File: src/hw/rtl/address_frequency_counter_top_macros.svh
// Assertion helpers; empty when SYNTH is defined.
`ifndef ADDRESS_FREQUENCY_COUNTER_TOP_MACROS_SVH
`define ADDRESS_FREQUENCY_COUNTER_TOP_MACROS_SVH

`ifndef SYNTH
`define AFC_ASSERT_SAME(lbl, clk, rst_n, ante, cons) \
    lbl: assert property (@(posedge clk) disable iff (!rst_n) (ante) |-> (cons)) \
        else $error("assertion failed");
`define AFC_ASSERT_NEXT(lbl, clk, rst_n, ante, cons) \
    lbl: assert property (@(posedge clk) disable iff (!rst_n) (ante) |=> (cons)) \
        else $error("assertion failed");
`else
`define AFC_ASSERT_SAME(lbl, clk, rst_n, ante, cons)
`define AFC_ASSERT_NEXT(lbl, clk, rst_n, ante, cons)
`endif

`endif

File: src/hw/rtl/afc_pkg.sv
package afc_pkg;

    localparam int TABLE_DEPTH = 64;
    localparam int IDX_W       = $clog2(TABLE_DEPTH);
    localparam int CNT_W       = $clog2(TABLE_DEPTH + 1);
    localparam int KEY_W       = 32;
    localparam int COUNT_W     = 32;

    localparam logic CMD_COUNT  = 1'b0;
    localparam logic CMD_FINISH = 1'b1;

    typedef struct packed {
        logic [KEY_W-1:0]   key;
        logic [COUNT_W-1:0] count;
    } t_entry;

    typedef struct packed {
        logic             we;
        logic [IDX_W-1:0] waddr;
        t_entry           wdata;
        logic [IDX_W-1:0] raddr;
    } t_ram_req;

endpackage

File: src/hw/rtl/afc_table.sv
module afc_table import afc_pkg::*; (
    input  logic     i_clk,
    input  t_ram_req i_req,
    output t_entry   o_rdata
);

    t_entry r_mem [TABLE_DEPTH];
    t_entry r_rdata;

    always_ff @(posedge i_clk) begin
        if (i_req.we) begin
            r_mem[i_req.waddr] <= i_req.wdata;
        end
        r_rdata <= r_mem[i_req.raddr];
    end

    assign o_rdata = r_rdata;

endmodule

File: config.mk
export PLATFORM = sky130hd
export DESIGN_NAME = afc_table
export DESIGN_NICKNAME = d
export VERILOG_FILES = /design/src/hw/rtl/address_frequency_counter_top_macros.svh /design/src/hw/rtl/afc_pkg.sv /design/src/hw/rtl/afc_table.sv
export SDC_FILE = /design/constraint.sdc
export NUM_CORES = 2
export LEC_CHECK = 0
export BUFFER_PORTS_ARGS = -buffer_cell sky130_fd_sc_hd__buf_2
export CAP_MARGIN = 20
export CORE_ASPECT_RATIO = 1.5
export CORE_UTILIZATION = 35
export CTS_BUF_LIST = sky130_fd_sc_hd__clkbuf_8 sky130_fd_sc_hd__clkbuf_16
export DETAILED_ROUTE_END_ITERATION = 10
export SLEW_MARGIN = 15
export SYNTH_ARGS = -nofsm -noshare
export SYNTH_HDL_FRONTEND = slang
export SYNTH_SLANG_ARGS = --single-unit
File: constraint.sdc
create_clock -name i_clk -period 11.2 [get_ports i_clk]
set_input_delay 0 -clock i_clk [delete_from_list [all_inputs] [get_ports i_clk]]
set_output_delay 0 -clock i_clk [all_outputs]
set_load 0.005 [all_outputs]
# ---- After elaboration in Yosys (flattened, before gate mapping)
# Memories as Yosys holds them, arrays and structs flattened. A register that Yosys moved wholly into a read port is not among the register bits.
# Index checks and enable logic that the tools add are counted.
dict set report word_totals {
  register_bits 0
  mem_bits_rw 4096
  in_bits 78
  out_inout_bits 64
  word_cells 3
  mem_count 1
}
# name depth word_bits read_ports rd_ports_with_merged_regs write_ports line_no
set memory_table {}
lappend memory_table {r_mem 64 64 1 1 1 afc_table.sv:7} ;# t_entry r_mem [TABLE_DEPTH];
dict set report classes {
  n_mux 2
}
# cell n
set op_table {}
lappend op_table {{$mux 1} 2}

# ---- Longest topological paths before layout
dict set report logic_depth {
  word_depth 2
  ltp_mapped 9
  depth_no_buf 5
}

# ---- Worst setup path after synthesis
# Ideal clock, no wire load.
dict set report synth_timing {
  kind {in2reg}
  startpoint {in i_req[73] in the netlist's numbering}
  endpoint {mem r_mem[48][0] in the netlist's numbering, enable pin}
  setup_ns 0.564
  arrival_ns 4.872
  t_required_ns 10.636
  path_slack_ns 5.764
  stages 4
  n_path_buf 1
  cell_sequence {clkbuf_1 -> nor2b_1 -> nand4b_1 -> nor3_1}
}
# element line_no
set synth_lines {}
lappend synth_lines {{start: declaration} afc_table.sv:3} ;# input t_ram_req i_req,
lappend synth_lines {{end: declaration} afc_table.sv:7}
# No word-level cell before the write port.

==> results.cfg <==
[run_status]
outcome = complete, no violations

[sta]
worstMarginPinSlew_ps = 1160
rsz0062_at_grt = no
fin_crit_sh = 0.3767
finalSetupViolCount = 0
hold_violations = 0
drv_slew = 0
slew_headroom = 0.2268
finalCriticalPeriod_ps = 4219
clock.fmax_mhz = 237.0
fin_tns_setup_ps = 0
fin_worst_skew_ps = 71.17

[setup_path]
critPathCaptureType = register
worstSetupPathType = in2reg
critical-path-top-delay-family = buffers and inverters
path_max_fanout = 69
max_stage_delay_ps = 780
path_buf_inv = 5
startpoint_type = primary input
cp.required_ps = 11900
cp_common_cell = buf_4
worstPathCellList = dlygate4sd3_1 -> buf_8 -> buf_4 -> buf_4 -> buf_4 -> mux4_2 -> or3_1 -> a41oi_1 -> a211oi_1
worst_path_max_delay_cell = buf_4
worst_ep_arrival_time_ps = 4920

[clock_tree]
cts_buffers = 359
post_cts_buffers = 0
cts_buffer_depth = 4
clkSinkCount = 4160
clkLatencyLatePin_ps = 940
cts.clk_slew.worst_paths_ps = 60
htreeDepth = 5
post_cts_resized = 0
cts_tree = yes
root_buffer = clkbuf_16

[grt]
grt_usage = 0.1924
overflow = 0
antenna_found_initial = 24
grt_pass1_wl_mm = 607.2
grt_start_max_net_pins = 118
grt_pass1_vias = 76780

[drt]
initialDrtViolationCount = 8185
ant_nets = 0
drc = 0
vias = 74290
vias_per_cell = 5.624
wl_per_cell_microns = 33.25
drt-pass1-iter-count = 5
wl_mm = 439.2

[floorplanning]
rows = 300
die-area_sq_um = 449400
fp.dieH_microns = 820.6
initial_core_util = 0.3515
die_w_microns = 547.7
pin_count = 142
core-area_sq_um = 444800

[pwr]
totalPowerFinal_uw = 31180
peakVddDrop_mv = 0.1267
p_per_area_nw_per_um2 = 175.6
leakage_uw = 0.05461

[synthesis]
synth_top_cells_by_count = edfxtp_1, mux4_2, buf_2, a22oi_1, clkbuf_1
syn-num-nets = 6676
synth-seq-cells = 4160
synth_top_area_share = 0.7867
yosysWarnings = 0
synth.top_cells.by_area = edfxtp_1, mux4_2, mux2i_1
synth_seq_area_share = 0.7949
netlist_area_sq_um = 156300
syn_avg_cell_area_sq_um = 23.70
synthDistinctLibCells = 33
post-synth-top-area-cell = edfxtp_1
synth.most_common_cell = edfxtp_1
syn_inst = 6598
ys_async_sr_fraction = 0
synth_top_flop_cell = edfxtp_1
synth-edff-count = 4096

[place]
dpl.hpwl_mm = 237.9
post-place-cells = 12450
numPortBuffers = 141
place.gp.congestion = 0.7783
dpl-instance-area_sq_um = 164900

[cells_and_area]
drive_above_1_share = 0.2715
area_growth_pct = 13.53
stdcell_count = 13210
final_nets = 7094
finalInstanceArea_sq_um = 177500

[worst_hold_path]
hold_path_class = in2reg

[flow_run]
cap_viol_max_count = 0
## timing repair
action	4_1_cts	5_1_grt
endpoints found under the setup margin	0	0
hold buffers	77	0
hold endpoints to repair	4244	0
## worst register-to-register path, stage by stage, from the launching register on
cell and delay (ps):
edfxtp_1 360, mux4_2 470, nor2b_1 140, a211oi_1 760, o22ai_1 460, and3_1 270
## path summary, 6_finish.rpt
check / start / end / slack (ps) / depth (start not counted)
min: i_req[30] / r_mem[14][24]$_DFFE_PP_ / 30 / 2
max: i_req[1] / o_rdata[40]$_DFF_P_ / 6980 / 9
min reg2reg: r_mem[55][62]$_DFFE_PP_ / o_rdata[62]$_DFF_P_ / 850 / 4
max reg2reg: r_mem[11][32]$_DFFE_PP_ / o_rdata[32]$_DFF_P_ / 8640 / 5
## flip-flops by register name (all words and copies together) (netlist names)
register  cells
o_rdata      64
r_mem      4096
## final cells by class
type                            instances  area, sq um
Timing Repair Buffer                  427         3453
Inverter                               19        71.32
Fill cell                           38620       267300
Clock inverter                        271         2241
Antenna cell                           21        52.55
Clock buffer                          374         9246
Sequential cell                      4160       124300
Tap cell                             5889         7368
Multi-Input combinational cell       2049        30790
## cell families after synthesis
group,synth area share
flops,0.7949
mux,0.1561
simple gates,0.01240
compound gates,0.02477
buf+inv,0.01180
## where the power goes
part	total, uW	switching, uW	internal (uW)
sequential	17300	71.1	17200
combinational	1480	932	550
clock	12400	5600	6790
## placed cells by master, fill, tap and decap left out, types with 45 or more instances in the layout
master         instances
clkbuf_16            364
a22o_1                88
and3_1                64
o22ai_1               83
mux2i_1              135
nand2_1               55
buf_4                184
a22oi_1              168
nor2_1                47
clkinv_1              69
nor2_4                65
dlygate4sd3_1         77
mux4_2              1024
inv_1                 96
nand3_1               45
edfxtp_1            4096
clkinv_2              54
a211oi_1              63
buf_2                134
dfxtp_1               64
## metrics by stage
stage / hold slack (ps) / utilization / worst slack, ps
2_1_floorplan: 98.87 / - / 5764
3_3_place_gp: 386.6 / 0.3706 / 6779
3_5_place_dp: 384.9 / 0.3708 / 6732
4_1_cts: 21.87 / 0.3983 / 7061
5_1_grt: 11.32 / 0.3990 / 6759
6_report: 29.36 / 0.3991 / 6981
## layer usage
layer / GRT usage / vias up / wire, microns
li1: - / 29260 / -
met2: 0.3504 / 3094 / 234500
met3: 0.02513 / 685 / 26820
met5: 0 / - / 40
met1: 0.2321 / 41250 / 161000
met4: 0.07085 / 6 / 16810
Note: power is estimated with default switching activity, not from simulation.
